## config.mk

```make
export PLATFORM = sky130hd
export DESIGN_NAME = led_buzzer_pattern_sequencer_flat
export DESIGN_NICKNAME = d
export VERILOG_FILES = /design/src/design/lbps_pkg.sv /design/src/design/lbps_channels.sv /design/src/design/lbps_front.sv /design/src/design/lbps_back.sv /design/src/design/led_buzzer_pattern_sequencer.sv /design/src/flat_wrapper.sv
export SDC_FILE = /design/constraint.sdc
export NUM_CORES = 1
export LEC_CHECK = 0
export BUFFER_PORTS_ARGS = -buffer_cell sky130_fd_sc_hd__buf_2
export CORE_AREA = 2 2 309 311
export DETAILED_ROUTE_END_ITERATION = 7
export DIE_AREA = 0 0 311 313
export PLACE_DENSITY = 0.67
export SYNTH_ARGS = -nofsm -noshare
export SYNTH_HDL_FRONTEND = slang
export SYNTH_HIERARCHICAL = 1
export SYNTH_SLANG_ARGS = --single-unit
```

## constraint.sdc

```tcl
create_clock -name clk -period 12.9 [get_ports clk]
set_input_delay 0 -clock clk [delete_from_list [all_inputs] [get_ports clk]]
set_output_delay 0 -clock clk [all_outputs]
set_load 0.01 [all_outputs]
```

## src/design/lbps_pkg.sv

```systemverilog
// ----------------------------------------------------------------------------
// lbps_pkg: shared types and constants of the LED and buzzer pattern sequencer
// Command kinds, pattern record, configuration bundle, back-end states and
// register indexes.
// ----------------------------------------------------------------------------
`default_nettype none

package lbps_pkg;

	// Input action codes
	localparam logic [1:0] ACT_TICK        = 2'd0;
	localparam logic [1:0] ACT_QUEUE       = 2'd1;
	localparam logic [1:0] ACT_CLEAR_QUEUE = 2'd2;
	localparam logic [1:0] ACT_SUCCESS     = 2'd3;

	// Register indexes on the configuration port
	localparam logic [2:0] REG_ENABLE       = 3'd0;
	localparam logic [2:0] REG_LED_ENABLED  = 3'd1;
	localparam logic [2:0] REG_RGB_MODE     = 3'd2;
	localparam logic [2:0] REG_ACTIVE_HIGH  = 3'd3;
	localparam logic [2:0] REG_BUZZER_EN    = 3'd4;
	localparam logic [2:0] REG_DEFAULT_FREQ = 3'd5;

	localparam logic [15:0] DEFAULT_FREQ_RESET = 16'd2000;

	// Pattern timing constants
	localparam logic [16:0] PHASE_MAX      = 17'h1FFFF;
	localparam logic [7:0]  REPEAT_FOREVER = 8'hFF;

	// Color bits
	localparam logic [2:0] COLOR_RED   = 3'b001;
	localparam logic [2:0] COLOR_GREEN = 3'b010;
	localparam logic [2:0] COLOR_BLUE  = 3'b100;

	// Command queue between front and back
	localparam int CMD_DEPTH = 2;
	localparam int CMD_PTR_W = $clog2(CMD_DEPTH);
	localparam int CMD_CNT_W = $clog2(CMD_DEPTH + 1);

	typedef enum logic [1:0] {
		CMD_TICK,
		CMD_QUEUE,
		CMD_CLEAR_QUEUE,
		CMD_SUCCESS
	} cmd_kind_t;

	typedef struct packed {
		logic [15:0] on_ms;
		logic [15:0] off_ms;
		logic [15:0] beep_ms;
		logic [15:0] beep_freq_hz;
		logic [7:0]  repeat_count;
		logic [2:0]  color;
	} pattern_t;

	typedef struct packed {
		cmd_kind_t kind;
		pattern_t  pat;
	} cmd_t;

	typedef struct packed {
		logic        enable;
		logic        led_enabled;
		logic        rgb_mode;
		logic        active_high;
		logic        buzzer_enabled;
		logic [15:0] default_beep_freq_hz;
	} cfg_t;

	typedef enum logic {
		BK_RUN,
		BK_FETCH
	} back_state_t;

endpackage

`default_nettype wire

```

## src/design/lbps_channels.sv

```systemverilog
// ----------------------------------------------------------------------------
// lbps channels: request and response handshake interfaces
// Each carries valid, ready and the payload fields of one word.
// ----------------------------------------------------------------------------
`default_nettype none

interface lbps_req_if;
	logic        valid;
	logic        ready;
	logic [1:0]  action;
	logic [15:0] on_ms;
	logic [15:0] off_ms;
	logic [15:0] beep_ms;
	logic [15:0] beep_freq_hz;
	logic [7:0]  repeat_count;
	logic [2:0]  color;

	modport source (output valid, action, on_ms, off_ms, beep_ms, beep_freq_hz,
		repeat_count, color, input ready);
	modport sink (input valid, action, on_ms, off_ms, beep_ms, beep_freq_hz,
		repeat_count, color, output ready);
endinterface

interface lbps_rsp_if #(
	parameter int CNT_W = 4
);
	logic             valid;
	logic             ready;
	logic             red_level;
	logic             green_level;
	logic             blue_level;
	logic             mono_level;
	logic             buzzer_on;
	logic [15:0]      buzzer_freq_hz;
	logic             pattern_active;
	logic [CNT_W-1:0] queue_level;
	logic             dropped;

	modport source (output valid, red_level, green_level, blue_level, mono_level,
		buzzer_on, buzzer_freq_hz, pattern_active, queue_level, dropped, input ready);
	modport sink (input valid, red_level, green_level, blue_level, mono_level,
		buzzer_on, buzzer_freq_hz, pattern_active, queue_level, dropped, output ready);
endinterface

`default_nettype wire

```

## src/design/lbps_front.sv

```systemverilog
// ----------------------------------------------------------------------------
// lbps_front: request intake
// Accepts request words, decodes the action into a command kind and holds
// the commands in a two-entry queue for the back end.
// ----------------------------------------------------------------------------
`default_nettype none

module lbps_front (
	input  wire logic         clk,
	input  wire logic         arst_n,
	lbps_req_if.sink          req,
	output lbps_pkg::cmd_t    cmd,
	output logic              cmd_valid,
	input  wire logic         cmd_pop
);

	lbps_pkg::cmd_t                    fifo_q [lbps_pkg::CMD_DEPTH];
	logic [lbps_pkg::CMD_PTR_W-1:0]    wr_ptr_q;
	logic [lbps_pkg::CMD_PTR_W-1:0]    rd_ptr_q;
	logic [lbps_pkg::CMD_CNT_W-1:0]    count_q;
	lbps_pkg::cmd_t                    in_cmd;
	logic                              push;
	logic                              pop;

	// Classify the incoming word
	always_comb begin
		in_cmd.pat.on_ms        = req.on_ms;
		in_cmd.pat.off_ms       = req.off_ms;
		in_cmd.pat.beep_ms      = req.beep_ms;
		in_cmd.pat.beep_freq_hz = req.beep_freq_hz;
		in_cmd.pat.repeat_count = req.repeat_count;
		in_cmd.pat.color        = req.color;
		case (req.action)
			lbps_pkg::ACT_TICK:        in_cmd.kind = lbps_pkg::CMD_TICK;
			lbps_pkg::ACT_QUEUE:       in_cmd.kind = lbps_pkg::CMD_QUEUE;
			lbps_pkg::ACT_CLEAR_QUEUE: in_cmd.kind = lbps_pkg::CMD_CLEAR_QUEUE;
			lbps_pkg::ACT_SUCCESS:     in_cmd.kind = lbps_pkg::CMD_SUCCESS;
			default:                   in_cmd.kind = lbps_pkg::CMD_TICK;
		endcase
	end

	assign req.ready = (count_q != lbps_pkg::CMD_CNT_W'(lbps_pkg::CMD_DEPTH));
	assign push      = req.valid && req.ready;
	assign pop       = cmd_pop && cmd_valid;
	assign cmd_valid = (count_q != '0);
	assign cmd       = fifo_q[rd_ptr_q];

	// Store command words
	always_ff @(posedge clk) begin
		if (push) begin
			fifo_q[wr_ptr_q] <= in_cmd;
		end
	end

	// Advance pointers and fill count
	always_ff @(posedge clk or negedge arst_n) begin
		if (!arst_n) begin
			wr_ptr_q <= '0;
			rd_ptr_q <= '0;
			count_q  <= '0;
		end else begin
			if (push) begin
				wr_ptr_q <= lbps_pkg::CMD_PTR_W'(wr_ptr_q + 1'b1);
			end
			if (pop) begin
				rd_ptr_q <= lbps_pkg::CMD_PTR_W'(rd_ptr_q + 1'b1);
			end
			if (push && !pop) begin
				count_q <= lbps_pkg::CMD_CNT_W'(count_q + 1'b1);
			end else if (pop && !push) begin
				count_q <= lbps_pkg::CMD_CNT_W'(count_q - 1'b1);
			end
		end
	end

endmodule

`default_nettype wire

```

## src/design/lbps_back.sv

```systemverilog
// ----------------------------------------------------------------------------
// lbps_back: pattern ring and player
// Executes commands: keeps the pattern ring queue, plays the current pattern
// on ticks, runs the success beep and registers one response word a command.
// ----------------------------------------------------------------------------
`default_nettype none

module lbps_back #(
	parameter int QUEUE_DEPTH     = 8,
	parameter int SUCCESS_BEEP_MS = 80,
	parameter int SUCCESS_FREQ_HZ = 2800
) (
	input  wire logic           clk,
	input  wire logic           arst_n,
	input  wire lbps_pkg::cfg_t cfg,
	input  wire lbps_pkg::cmd_t cmd,
	input  wire logic           cmd_valid,
	output logic                cmd_pop,
	lbps_rsp_if.source          rsp
);

	localparam int IDX_W = (QUEUE_DEPTH > 1) ? $clog2(QUEUE_DEPTH) : 1;
	localparam int CNT_W = $clog2(QUEUE_DEPTH + 1);
	localparam int SBL_W = $clog2(SUCCESS_BEEP_MS + 1);
	localparam logic [IDX_W-1:0] LAST_IDX = IDX_W'(QUEUE_DEPTH - 1);

	// Pattern ring memory
	lbps_pkg::pattern_t ring_mem [QUEUE_DEPTH];
	lbps_pkg::pattern_t rd_data_q;

	// Player state
	lbps_pkg::back_state_t bst_q, bst_n;
	lbps_pkg::pattern_t    cur_q, n_cur;
	logic [16:0]           phase_q, n_phase;
	logic [7:0]            done_q, n_done;
	logic                  playing_q, n_playing;
	logic [SBL_W-1:0]      sbl_q, n_sbl;
	logic [2:0]            color_q, n_color;
	logic                  pbz_on_q, n_pbz_on;
	logic [15:0]           pbz_freq_q, n_pbz_freq;
	logic [IDX_W-1:0]      head_q, n_head;
	logic [IDX_W-1:0]      tail_q, n_tail;
	logic [CNT_W-1:0]      cnt_q, n_cnt;

	// Response register
	logic             ov_q;
	logic             red_q, green_q, blue_q, mono_q, bz_on_q, active_q, dropped_q;
	logic [15:0]      bz_freq_q;
	logic [CNT_W-1:0] level_q;

	// Step results
	logic             exec;
	logic             out_free;
	logic             need_fetch;
	logic             mem_we;
	logic [IDX_W-1:0] mem_waddr;
	logic             bz_call, bz_on_req, stopped, dropped;
	logic [15:0]      bz_f_req;
	logic [16:0]      cyc_len, ph_inc;
	logic             dark;
	logic             o_red, o_green, o_blue, o_mono, o_bz_on;
	logic [15:0]      o_bz_freq;

	// Sequence command execution; a tick that starts a pattern reads the ring first
	assign out_free   = !ov_q || rsp.ready;
	assign need_fetch = (cmd.kind == lbps_pkg::CMD_TICK) && cfg.enable && !playing_q &&
		(cnt_q != '0);

	always_comb begin
		bst_n = bst_q;
		exec  = 1'b0;
		case (bst_q)
			lbps_pkg::BK_RUN: begin
				if (cmd_valid && out_free) begin
					if (need_fetch) begin
						bst_n = lbps_pkg::BK_FETCH;
					end else begin
						exec = 1'b1;
					end
				end
			end
			lbps_pkg::BK_FETCH: begin
				if (out_free) begin
					exec  = 1'b1;
					bst_n = lbps_pkg::BK_RUN;
				end
			end
			default: bst_n = lbps_pkg::BK_RUN;
		endcase
	end

	assign cmd_pop = exec;

	// Compute the next player state and the response word
	always_comb begin
		n_cur      = cur_q;
		n_phase    = phase_q;
		n_done     = done_q;
		n_playing  = playing_q;
		n_sbl      = sbl_q;
		n_color    = color_q;
		n_pbz_on   = pbz_on_q;
		n_pbz_freq = pbz_freq_q;
		n_head     = head_q;
		n_tail     = tail_q;
		n_cnt      = cnt_q;
		bz_call    = 1'b0;
		bz_on_req  = 1'b0;
		bz_f_req   = '0;
		stopped    = 1'b0;
		dropped    = 1'b0;
		mem_we     = 1'b0;
		mem_waddr  = tail_q;
		cyc_len    = {1'b0, cur_q.on_ms} + {1'b0, cur_q.off_ms};
		ph_inc     = (phase_q < lbps_pkg::PHASE_MAX) ? 17'(phase_q + 17'd1) : phase_q;

		case (cmd.kind)
			lbps_pkg::CMD_TICK: begin
				if (sbl_q != '0) begin
					n_sbl = SBL_W'(sbl_q - 1'b1);
				end
				if (cfg.enable) begin
					if (playing_q) begin
						n_phase = ph_inc;
						if ((cyc_len != '0) && (ph_inc >= cyc_len)) begin
							n_done = 8'(done_q + 8'd1);
							if ((cur_q.repeat_count != lbps_pkg::REPEAT_FOREVER) &&
								(n_done >= cur_q.repeat_count)) begin
								stopped = 1'b1;
							end else begin
								n_phase = '0;
							end
						end
						if (stopped) begin
							n_playing = 1'b0;
							n_color   = '0;
							bz_call   = 1'b1;
						end else begin
							n_color   = (n_phase < {1'b0, cur_q.on_ms}) ? cur_q.color : 3'b000;
							bz_call   = 1'b1;
							bz_on_req = (cur_q.beep_ms != '0) && (n_phase < {1'b0, cur_q.beep_ms});
							bz_f_req  = cur_q.beep_freq_hz;
						end
					end else if (bst_q == lbps_pkg::BK_FETCH) begin
						// Start the oldest queued pattern
						n_cur     = rd_data_q;
						n_head    = (head_q == LAST_IDX) ? '0 : IDX_W'(head_q + 1'b1);
						n_cnt     = CNT_W'(cnt_q - 1'b1);
						n_done    = '0;
						n_phase   = '0;
						n_playing = 1'b1;
						n_color   = (rd_data_q.on_ms != '0) ? rd_data_q.color : 3'b000;
						if (rd_data_q.beep_ms != '0) begin
							bz_call   = 1'b1;
							bz_on_req = 1'b1;
							bz_f_req  = rd_data_q.beep_freq_hz;
						end
					end
				end
			end
			lbps_pkg::CMD_SUCCESS: begin
				n_playing = 1'b0;
				n_color   = '0;
				bz_call   = 1'b1;
				n_head    = '0;
				n_tail    = '0;
				n_cnt     = '0;
			end
			lbps_pkg::CMD_QUEUE, lbps_pkg::CMD_CLEAR_QUEUE: begin
				if (cmd.kind == lbps_pkg::CMD_CLEAR_QUEUE) begin
					n_head = '0;
					n_tail = '0;
					n_cnt  = '0;
				end
				if (cfg.enable) begin
					if (n_cnt >= CNT_W'(QUEUE_DEPTH)) begin
						dropped = 1'b1;
					end else begin
						mem_we    = 1'b1;
						mem_waddr = n_tail;
						n_tail    = (n_tail == LAST_IDX) ? '0 : IDX_W'(n_tail + 1'b1);
						n_cnt     = CNT_W'(n_cnt + 1'b1);
					end
				end
			end
			default: ;
		endcase

		// Change the pattern buzzer; any change ends the success beep
		if (bz_call && cfg.buzzer_enabled && (bz_on_req != pbz_on_q)) begin
			n_pbz_on   = bz_on_req;
			n_pbz_freq = !bz_on_req ? 16'd0 :
				((bz_f_req != '0) ? bz_f_req : cfg.default_beep_freq_hz);
			n_sbl      = '0;
		end

		// Arm the success beep
		if ((cmd.kind == lbps_pkg::CMD_SUCCESS) && cfg.enable && cfg.buzzer_enabled) begin
			n_sbl = SBL_W'(SUCCESS_BEEP_MS);
		end

		// Map the shown color onto pins
		dark    = !cfg.active_high;
		o_red   = 1'b0;
		o_green = 1'b0;
		o_blue  = 1'b0;
		o_mono  = 1'b0;
		if (cfg.led_enabled && cfg.rgb_mode) begin
			o_red   = ((n_color & lbps_pkg::COLOR_RED) != '0) ^ dark;
			o_green = ((n_color & lbps_pkg::COLOR_GREEN) != '0) ^ dark;
			o_blue  = ((n_color & lbps_pkg::COLOR_BLUE) != '0) ^ dark;
		end else if (cfg.led_enabled) begin
			o_mono  = (n_color != '0) ^ dark;
		end

		// Pattern buzzer wins over the success beep
		o_bz_on   = 1'b0;
		o_bz_freq = '0;
		if (cfg.buzzer_enabled) begin
			if (n_pbz_on) begin
				o_bz_on   = 1'b1;
				o_bz_freq = n_pbz_freq;
			end else if (n_sbl != '0) begin
				o_bz_on   = 1'b1;
				o_bz_freq = 16'(SUCCESS_FREQ_HZ);
			end
		end
	end

	// Write and read the ring
	always_ff @(posedge clk) begin
		if (exec && mem_we) begin
			ring_mem[mem_waddr] <= cmd.pat;
		end
		rd_data_q <= ring_mem[head_q];
	end

	// Hold the back-end state
	always_ff @(posedge clk or negedge arst_n) begin
		if (!arst_n) begin
			bst_q <= lbps_pkg::BK_RUN;
		end else begin
			bst_q <= bst_n;
		end
	end

	// Update player state
	always_ff @(posedge clk or negedge arst_n) begin
		if (!arst_n) begin
			cur_q      <= '0;
			phase_q    <= '0;
			done_q     <= '0;
			playing_q  <= 1'b0;
			sbl_q      <= '0;
			color_q    <= '0;
			pbz_on_q   <= 1'b0;
			pbz_freq_q <= '0;
			head_q     <= '0;
			tail_q     <= '0;
			cnt_q      <= '0;
		end else if (exec) begin
			cur_q      <= n_cur;
			phase_q    <= n_phase;
			done_q     <= n_done;
			playing_q  <= n_playing;
			sbl_q      <= n_sbl;
			color_q    <= n_color;
			pbz_on_q   <= n_pbz_on;
			pbz_freq_q <= n_pbz_freq;
			head_q     <= n_head;
			tail_q     <= n_tail;
			cnt_q      <= n_cnt;
		end
	end

	// Hold the response word until taken
	always_ff @(posedge clk or negedge arst_n) begin
		if (!arst_n) begin
			ov_q <= 1'b0;
		end else if (exec) begin
			ov_q <= 1'b1;
		end else if (rsp.ready) begin
			ov_q <= 1'b0;
		end
	end

	always_ff @(posedge clk) begin
		if (exec) begin
			red_q     <= o_red;
			green_q   <= o_green;
			blue_q    <= o_blue;
			mono_q    <= o_mono;
			bz_on_q   <= o_bz_on;
			bz_freq_q <= o_bz_freq;
			active_q  <= n_playing;
			level_q   <= n_cnt;
			dropped_q <= dropped;
		end
	end

	assign rsp.valid          = ov_q;
	assign rsp.red_level      = red_q;
	assign rsp.green_level    = green_q;
	assign rsp.blue_level     = blue_q;
	assign rsp.mono_level     = mono_q;
	assign rsp.buzzer_on      = bz_on_q;
	assign rsp.buzzer_freq_hz = bz_freq_q;
	assign rsp.pattern_active = active_q;
	assign rsp.queue_level    = level_q;
	assign rsp.dropped        = dropped_q;

endmodule

`default_nettype wire

```

## src/design/led_buzzer_pattern_sequencer.sv

```systemverilog
// ----------------------------------------------------------------------------
// led_buzzer_pattern_sequencer: LED and buzzer feedback pattern engine
// Configuration registers, request intake and pattern player.
// ----------------------------------------------------------------------------
// Each request word (tick, queue, clear-then-queue, success) yields one
// response word with the LED pin levels, buzzer state, playing flag, queue
// level and drop flag after that word. Words pass through a two-entry
// command queue to the player. A tick that starts a queued pattern first
// passes a fetch state, as the head of the pattern ring is read through a
// registered memory port; other words execute directly, so the sustained
// rate is one word per cycle but for starts and response stalls. The pattern
// ring needs no clearing pass after reset. Registers (byte address 4*i):
// enable, led_enabled, rgb_mode, active_high, buzzer_enabled,
// default_beep_freq_hz; write them only while no word is in flight.
`default_nettype none

module led_buzzer_pattern_sequencer #(
	parameter int QUEUE_DEPTH     = 8,
	parameter int SUCCESS_BEEP_MS = 80,
	parameter int SUCCESS_FREQ_HZ = 2800
) (
	input  wire logic        clk,
	input  wire logic        arst_n,
	lbps_req_if.sink         req,
	lbps_rsp_if.source       rsp,
	input  wire logic        psel,
	input  wire logic        penable,
	input  wire logic        pwrite,
	input  wire logic [4:0]  paddr,
	input  wire logic [31:0] pwdata,
	output logic [31:0]      prdata,
	output logic             pready
);

	localparam int CNT_W = $clog2(QUEUE_DEPTH + 1);

	lbps_pkg::cfg_t cfg_q;
	lbps_pkg::cmd_t cmd;
	logic           cmd_valid;
	logic           cmd_pop;
	logic           cfg_wr;
	logic [2:0]     reg_idx;

	assign pready  = 1'b1;
	assign reg_idx = paddr[4:2];
	assign cfg_wr  = psel && penable && pwrite && pready;

	// Write configuration registers
	always_ff @(posedge clk or negedge arst_n) begin
		if (!arst_n) begin
			cfg_q.enable               <= 1'b1;
			cfg_q.led_enabled          <= 1'b1;
			cfg_q.rgb_mode             <= 1'b1;
			cfg_q.active_high          <= 1'b1;
			cfg_q.buzzer_enabled       <= 1'b1;
			cfg_q.default_beep_freq_hz <= lbps_pkg::DEFAULT_FREQ_RESET;
		end else if (cfg_wr) begin
			case (reg_idx)
				lbps_pkg::REG_ENABLE:       cfg_q.enable               <= pwdata[0];
				lbps_pkg::REG_LED_ENABLED:  cfg_q.led_enabled          <= pwdata[0];
				lbps_pkg::REG_RGB_MODE:     cfg_q.rgb_mode             <= pwdata[0];
				lbps_pkg::REG_ACTIVE_HIGH:  cfg_q.active_high          <= pwdata[0];
				lbps_pkg::REG_BUZZER_EN:    cfg_q.buzzer_enabled       <= pwdata[0];
				lbps_pkg::REG_DEFAULT_FREQ: cfg_q.default_beep_freq_hz <= pwdata[15:0];
				default: ;
			endcase
		end
	end

	// Read back configuration registers
	always_comb begin
		case (reg_idx)
			lbps_pkg::REG_ENABLE:       prdata = {31'd0, cfg_q.enable};
			lbps_pkg::REG_LED_ENABLED:  prdata = {31'd0, cfg_q.led_enabled};
			lbps_pkg::REG_RGB_MODE:     prdata = {31'd0, cfg_q.rgb_mode};
			lbps_pkg::REG_ACTIVE_HIGH:  prdata = {31'd0, cfg_q.active_high};
			lbps_pkg::REG_BUZZER_EN:    prdata = {31'd0, cfg_q.buzzer_enabled};
			lbps_pkg::REG_DEFAULT_FREQ: prdata = {16'd0, cfg_q.default_beep_freq_hz};
			default:                    prdata = '0;
		endcase
	end

	lbps_front u_front (
		.clk       (clk),
		.arst_n    (arst_n),
		.req       (req),
		.cmd       (cmd),
		.cmd_valid (cmd_valid),
		.cmd_pop   (cmd_pop)
	);

	lbps_back #(
		.QUEUE_DEPTH     (QUEUE_DEPTH),
		.SUCCESS_BEEP_MS (SUCCESS_BEEP_MS),
		.SUCCESS_FREQ_HZ (SUCCESS_FREQ_HZ)
	) u_back (
		.clk       (clk),
		.arst_n    (arst_n),
		.cfg       (cfg_q),
		.cmd       (cmd),
		.cmd_valid (cmd_valid),
		.cmd_pop   (cmd_pop),
		.rsp       (rsp)
	);

	// A request is dropped only against a full queue
	a_drop_full: assert property (@(posedge clk) disable iff (!arst_n)
		(rsp.valid && rsp.dropped) |-> (rsp.queue_level == CNT_W'(QUEUE_DEPTH)))
		else $error("drop reported with room in queue");

	// Queue level never exceeds the ring depth
	a_level_bound: assert property (@(posedge clk) disable iff (!arst_n)
		rsp.valid |-> (rsp.queue_level <= CNT_W'(QUEUE_DEPTH)))
		else $error("queue level beyond depth");

	// A silent buzzer shows frequency zero
	a_silent_freq: assert property (@(posedge clk) disable iff (!arst_n)
		(rsp.valid && !rsp.buzzer_on) |-> (rsp.buzzer_freq_hz == 16'd0))
		else $error("frequency shown while buzzer silent");

	// A command is consumed only when the front holds one
	a_pop_valid: assert property (@(posedge clk) disable iff (!arst_n)
		cmd_pop |-> cmd_valid)
		else $error("command popped from empty queue");

endmodule

`default_nettype wire

```

## src/flat_wrapper.sv

```systemverilog
// flat-port wrapper written by rule: the top's interface ports become plain ports
module led_buzzer_pattern_sequencer_flat import lbps_pkg::*;
#(
	parameter int QUEUE_DEPTH     = 8,
	parameter int SUCCESS_BEEP_MS = 80,
	parameter int SUCCESS_FREQ_HZ = 2800
)
  (clk, arst_n, psel, penable, pwrite, paddr, pwdata, prdata, pready, req_valid, req_action, req_on_ms, req_off_ms, req_beep_ms, req_beep_freq_hz, req_repeat_count, req_color, req_ready, rsp_valid, rsp_red_level, rsp_green_level, rsp_blue_level, rsp_mono_level, rsp_buzzer_on, rsp_buzzer_freq_hz, rsp_pattern_active, rsp_queue_level, rsp_dropped, rsp_ready);
  lbps_req_if req_i ();
  lbps_rsp_if #(.CNT_W(4)) rsp_i ();
  input  wire logic clk;
  input  wire logic arst_n;
  input  wire logic psel;
  input  wire logic penable;
  input  wire logic pwrite;
  input  wire logic [4:0] paddr;
  input  wire logic [31:0] pwdata;
  output logic [31:0] prdata;
  output logic pready;
  input wire logic [$bits(req_i.valid)-1:0] req_valid;
  input wire logic [$bits(req_i.action)-1:0] req_action;
  input wire logic [$bits(req_i.on_ms)-1:0] req_on_ms;
  input wire logic [$bits(req_i.off_ms)-1:0] req_off_ms;
  input wire logic [$bits(req_i.beep_ms)-1:0] req_beep_ms;
  input wire logic [$bits(req_i.beep_freq_hz)-1:0] req_beep_freq_hz;
  input wire logic [$bits(req_i.repeat_count)-1:0] req_repeat_count;
  input wire logic [$bits(req_i.color)-1:0] req_color;
  output wire logic [$bits(req_i.ready)-1:0] req_ready;
  output wire logic [$bits(rsp_i.valid)-1:0] rsp_valid;
  output wire logic [$bits(rsp_i.red_level)-1:0] rsp_red_level;
  output wire logic [$bits(rsp_i.green_level)-1:0] rsp_green_level;
  output wire logic [$bits(rsp_i.blue_level)-1:0] rsp_blue_level;
  output wire logic [$bits(rsp_i.mono_level)-1:0] rsp_mono_level;
  output wire logic [$bits(rsp_i.buzzer_on)-1:0] rsp_buzzer_on;
  output wire logic [$bits(rsp_i.buzzer_freq_hz)-1:0] rsp_buzzer_freq_hz;
  output wire logic [$bits(rsp_i.pattern_active)-1:0] rsp_pattern_active;
  output wire logic [$bits(rsp_i.queue_level)-1:0] rsp_queue_level;
  output wire logic [$bits(rsp_i.dropped)-1:0] rsp_dropped;
  input wire logic [$bits(rsp_i.ready)-1:0] rsp_ready;
  assign req_i.valid = req_valid;
  assign req_i.action = req_action;
  assign req_i.on_ms = req_on_ms;
  assign req_i.off_ms = req_off_ms;
  assign req_i.beep_ms = req_beep_ms;
  assign req_i.beep_freq_hz = req_beep_freq_hz;
  assign req_i.repeat_count = req_repeat_count;
  assign req_i.color = req_color;
  assign req_ready = req_i.ready;
  assign rsp_valid = rsp_i.valid;
  assign rsp_red_level = rsp_i.red_level;
  assign rsp_green_level = rsp_i.green_level;
  assign rsp_blue_level = rsp_i.blue_level;
  assign rsp_mono_level = rsp_i.mono_level;
  assign rsp_buzzer_on = rsp_i.buzzer_on;
  assign rsp_buzzer_freq_hz = rsp_i.buzzer_freq_hz;
  assign rsp_pattern_active = rsp_i.pattern_active;
  assign rsp_queue_level = rsp_i.queue_level;
  assign rsp_dropped = rsp_i.dropped;
  assign rsp_i.ready = rsp_ready;
  led_buzzer_pattern_sequencer #(.QUEUE_DEPTH(QUEUE_DEPTH), .SUCCESS_BEEP_MS(SUCCESS_BEEP_MS), .SUCCESS_FREQ_HZ(SUCCESS_FREQ_HZ)) u_core (.clk(clk), .arst_n(arst_n), .req(req_i), .rsp(rsp_i), .psel(psel), .penable(penable), .pwrite(pwrite), .paddr(paddr), .pwdata(pwdata), .prdata(prdata), .pready(pready));
endmodule
```

==> out/summary.md <==
- sky130_fd_sc_hd__clkbuf_16 — clock tree root driver cell
- 1678 — number of DRC markers after the initial detailed-route iteration
- 28 — total stage count of the critical path
- finished clean — result of the run
- 0 — post-route DRC violation count
- 94200 um2 — Placeable Area
- 97300 um2 — Total Die Area
- 0.517 — Util after Layout
- 0.446 — initial standard-cell utilization of the core
- 5 — first-pass iteration count of the detailed router
- 42000 um2 — cell area after synthesis
- 183 — count of boundary I/O pins
- compound AO/OA/AOI/OAI gates — cell family with the largest share of critical-path delay
- 0 — remaining antenna violation count after routing
- 8240 ps — minimum period implied by the final worst setup slack
- 5.50 — routed vias/inst
- 0 — grt total ovfl
- built — CTS tree
- 21.5 um — wire length per cell
- 0.245 — headroom to the max-slew limit
- 13500 ps — Worst EP required
- 16.9 um2 — mean instance size in the synthesized netlist
- in -> reg — min-delay worst type
- 0.847 — Final GP Congestion
- sky130_fd_sc_hd__ha_1 — Critical Path Most Common Cell
- 0 — setup violators final
- sky130_fd_sc_hd__nand2b_1 — slowest stage cell, crit path
- u_core/u_back/cur_q[43] — launching element of the worst setup path
- no — setup repair after global routing missed its margin
- sky130_fd_sc_hd__edfxtp_1 — leading cell type in the layout, fill and taps excluded
- 15.9% — signed area change from the synthesized netlist to the final layout
- 0 — max-cap check violation count
- 28 — worst-case reg-to-reg path depth
- 0.692 — part of the Yosys area used for sequential elements
- 60 ps — clock-pin slew on the worst setup and hold paths
- 39.1 mm — post-route met1 wirelength
- flip-flop — Worst setup SP type
- 113 — std cell rows
- 0.638 — final clock period utilization by the worst path
- 2491 — cells after synthesis
- 8840 ps — WP data arrival
- 184 nW/um2 — total power divided by cell area
- 0 — number of hold violations in the final report
- 3 — initial antenna violation count
- 311 um — width of the die
- 1130 ps — pin slew with the least headroom to its limit
- 4.42 mm — total met3 wirelength after detailed routing
- 3 — Clock Path Buffers
- 121 MHz — fmax
- 0.162 — share of synthesized flip-flops with an asynchronous set or reset
- 0 — Final Slew Violations
- sky130_fd_sc_hd__edfxtp_1, sky130_fd_sc_hd__mux2_2, sky130_fd_sc_hd__dfrtp_1, sky130_fd_sc_hd__mux4_2, sky130_fd_sc_hd__buf_2 — commonest cells after routing, fill and taps aside
- 1021 — synthesized flop and latch total
- 29.4 ps — Final Skew
- 3 — CTS H-tree lvls
- 147 — count of port buffers added during placement
- u_core/u_back/pbz_freq_q[0] — endpoint of the worst-slack reg-to-reg timing path
- u_core/u_back/cur_q[43] — critical register-to-register path startpoint
- 0.182 — Tot GR Track Use
- 313 um — vertical extent of the die
- sky130_fd_sc_hd__edfxtp_1 — Post-synth top flop
- 0 — count of instances resized after the clock tree is built
- 100 — number of CTS-inserted buffers
- 138 mm — global-route wire length before repair
- 580 ps — biggest cell delay along the critical path
- 54.5 mm — sum of net half-perimeters after detailed placement
- 670 ps — worst skew pair latency
- met4 — highest routing layer actually used
- 6 — number of warnings reported in the yosys synthesis log
- 4660 ps — worst-case register-to-register setup slack
- 17.2 nW — static power due to leakage
- 2992 — net total in the final layout
- 48700 um2 — post-route cell area
- 2 — buffer and inverter count on the worst path
- 1021 — CTS sink cnt
- 22800 — vias
- 23500 — vias in the first global route
- flip-flop — Crit. End Element
- 781 — count of flip-flops with a built-in enable after synthesis
- 89.0 mm — post-detailed-routing wire length
- 97 — number of library cell types mapped by synthesis
- reg -> reg — worst setup path category
- 105 — pin count of the biggest net entering global routing
- 44100 um2 — total placed instance area
- 0 ps — sum of negative setup slack
- 20 — maximum fanout along the worst path
- u_core/u_back/pbz_freq_q[0] — Worst setup endpoint
- 0.266 — fraction of layout cells with a size suffix above 1
- 43.7 mm — Detail Route met2 WL
- 0.127 mV — VDD IR max
-- flip-flops by register name, indices dropped and copies added, names as in the netlist, 8 cells and up --
register and cells:
u_core/cfg_q 21, u_core/u_back/cur_q 75, u_core/u_back/done_q 8, u_core/u_back/pbz_freq_q 16, u_core/u_back/phase_q 17, u_core/u_back/rd_data_q 75
u_core/u_back/ring_mem 600, u_core/u_back/rsp.buzzer_freq_hz 16, u_core/u_front/fifo_q 154
-- Yosys cell counts (all sizes together) (13+ instances only) --
master   number  area (um2)
nor4         27         190
buf          55         369
nand3        35         175
o2bb2ai      26         228
edfxtp      781       23500
a21oi        47         239
clkbuf       73         275
dfrtp       154        3850
mux4        150        3380
a22oi        21         163
inv          80         300
dfxtp        75        1500
nor2         63         244
nand2b       15        93.8
a22o         13         114
ha           86        1080
mux2        212        2500
nor2b        18         113
o21ai       107         536
a21o         18         135
xnor2        22         193
and2         24         156
nor3         28         156
nand4        37         259
xor2         18         165
nand2       142         533
-- metrics by stage --
step | cells | hold WS, ps | setup slack (ps) | total power (W)
finish | 4137 | 54.7 | 4660 | 0.00898
global route | 4136 | 28.1 | 4070 | 0.00938
CTS | 4136 | 8.01 | 4680 | 0.00908
detailed placement | 3822 | -62.6 | 4740 | 0.00612
global placement | 3822 | -75.4 | 4780 | 0.00605
floorplan | 2506 | -296 | 2810 | 0.00560
-- repair_timing --
item / CTS / global route
setup buffers: 0 / 0
hold buffers: 125 / 0
hold endpoints to repair: 316 / 0
-- worst min-delay path by stage --
stage / start / endpoint / slack (ps) / cells past startpoint
4_1_cts: req_off_ms[15] / u_core/u_front/fifo_q[1][58] / 8 / 2
5_1_grt: req_off_ms[15] / u_core/u_front/fifo_q[0][58] / 30 / 2
2_1_floorplan: arst_n / u_core/cfg_q[0] / -300 / 0
3_3_place_gp: arst_n / u_core/cfg_q[15] / -80 / 1
6_report: req_off_ms[0] / u_core/u_front/fifo_q[1][43] / 50 / 2
3_5_place_dp: arst_n / u_core/cfg_q[14] / -60 / 1
-- area by class of cell --
type	count	area, um2
fillers	7594	45500
inverters	80	300
clock buffers	147	2870
multi-input cells	1277	12100
clock inverters	42	460
diodes	1	2.50
repair buffers	304	2260
flip-flops and latches	1021	29100
well taps	1265	1580
-- report_power, final --
part | internal [W] | switching (W) | total (W)
combinational | 0.000720 | 0.000948 | 0.00167
clock | 0.00167 | 0.00122 | 0.00289
sequential | 0.00418 | 0.000239 | 0.00442
total | 0.00657 | 0.00241 | 0.00898
-- kinds of logic (layout without fill, tap and decap cells) --
group,count (synthesis),in the layout,synth area share
XOR/XNOR,40,40,0.00851
flip-flops,1021,1021,0.692
AND/OR/NAND/NOR,439,439,0.0546
other,2,18,0.000179
adder cells (fa/ha/maj),87,87,0.0261
multiplexers,371,371,0.142
AO/OA/AOI/OAI,323,323,0.0541
buffers and inverters,208,573,0.0225
-- per-layer routing --
layer	vias up	global-route usage
li1	10300	-
met5	-	0
met3	133	0.0249
met4	0	0.0498
met2	594	0.305
met1	11700	0.253
Power figures use the tool's default switching activity.
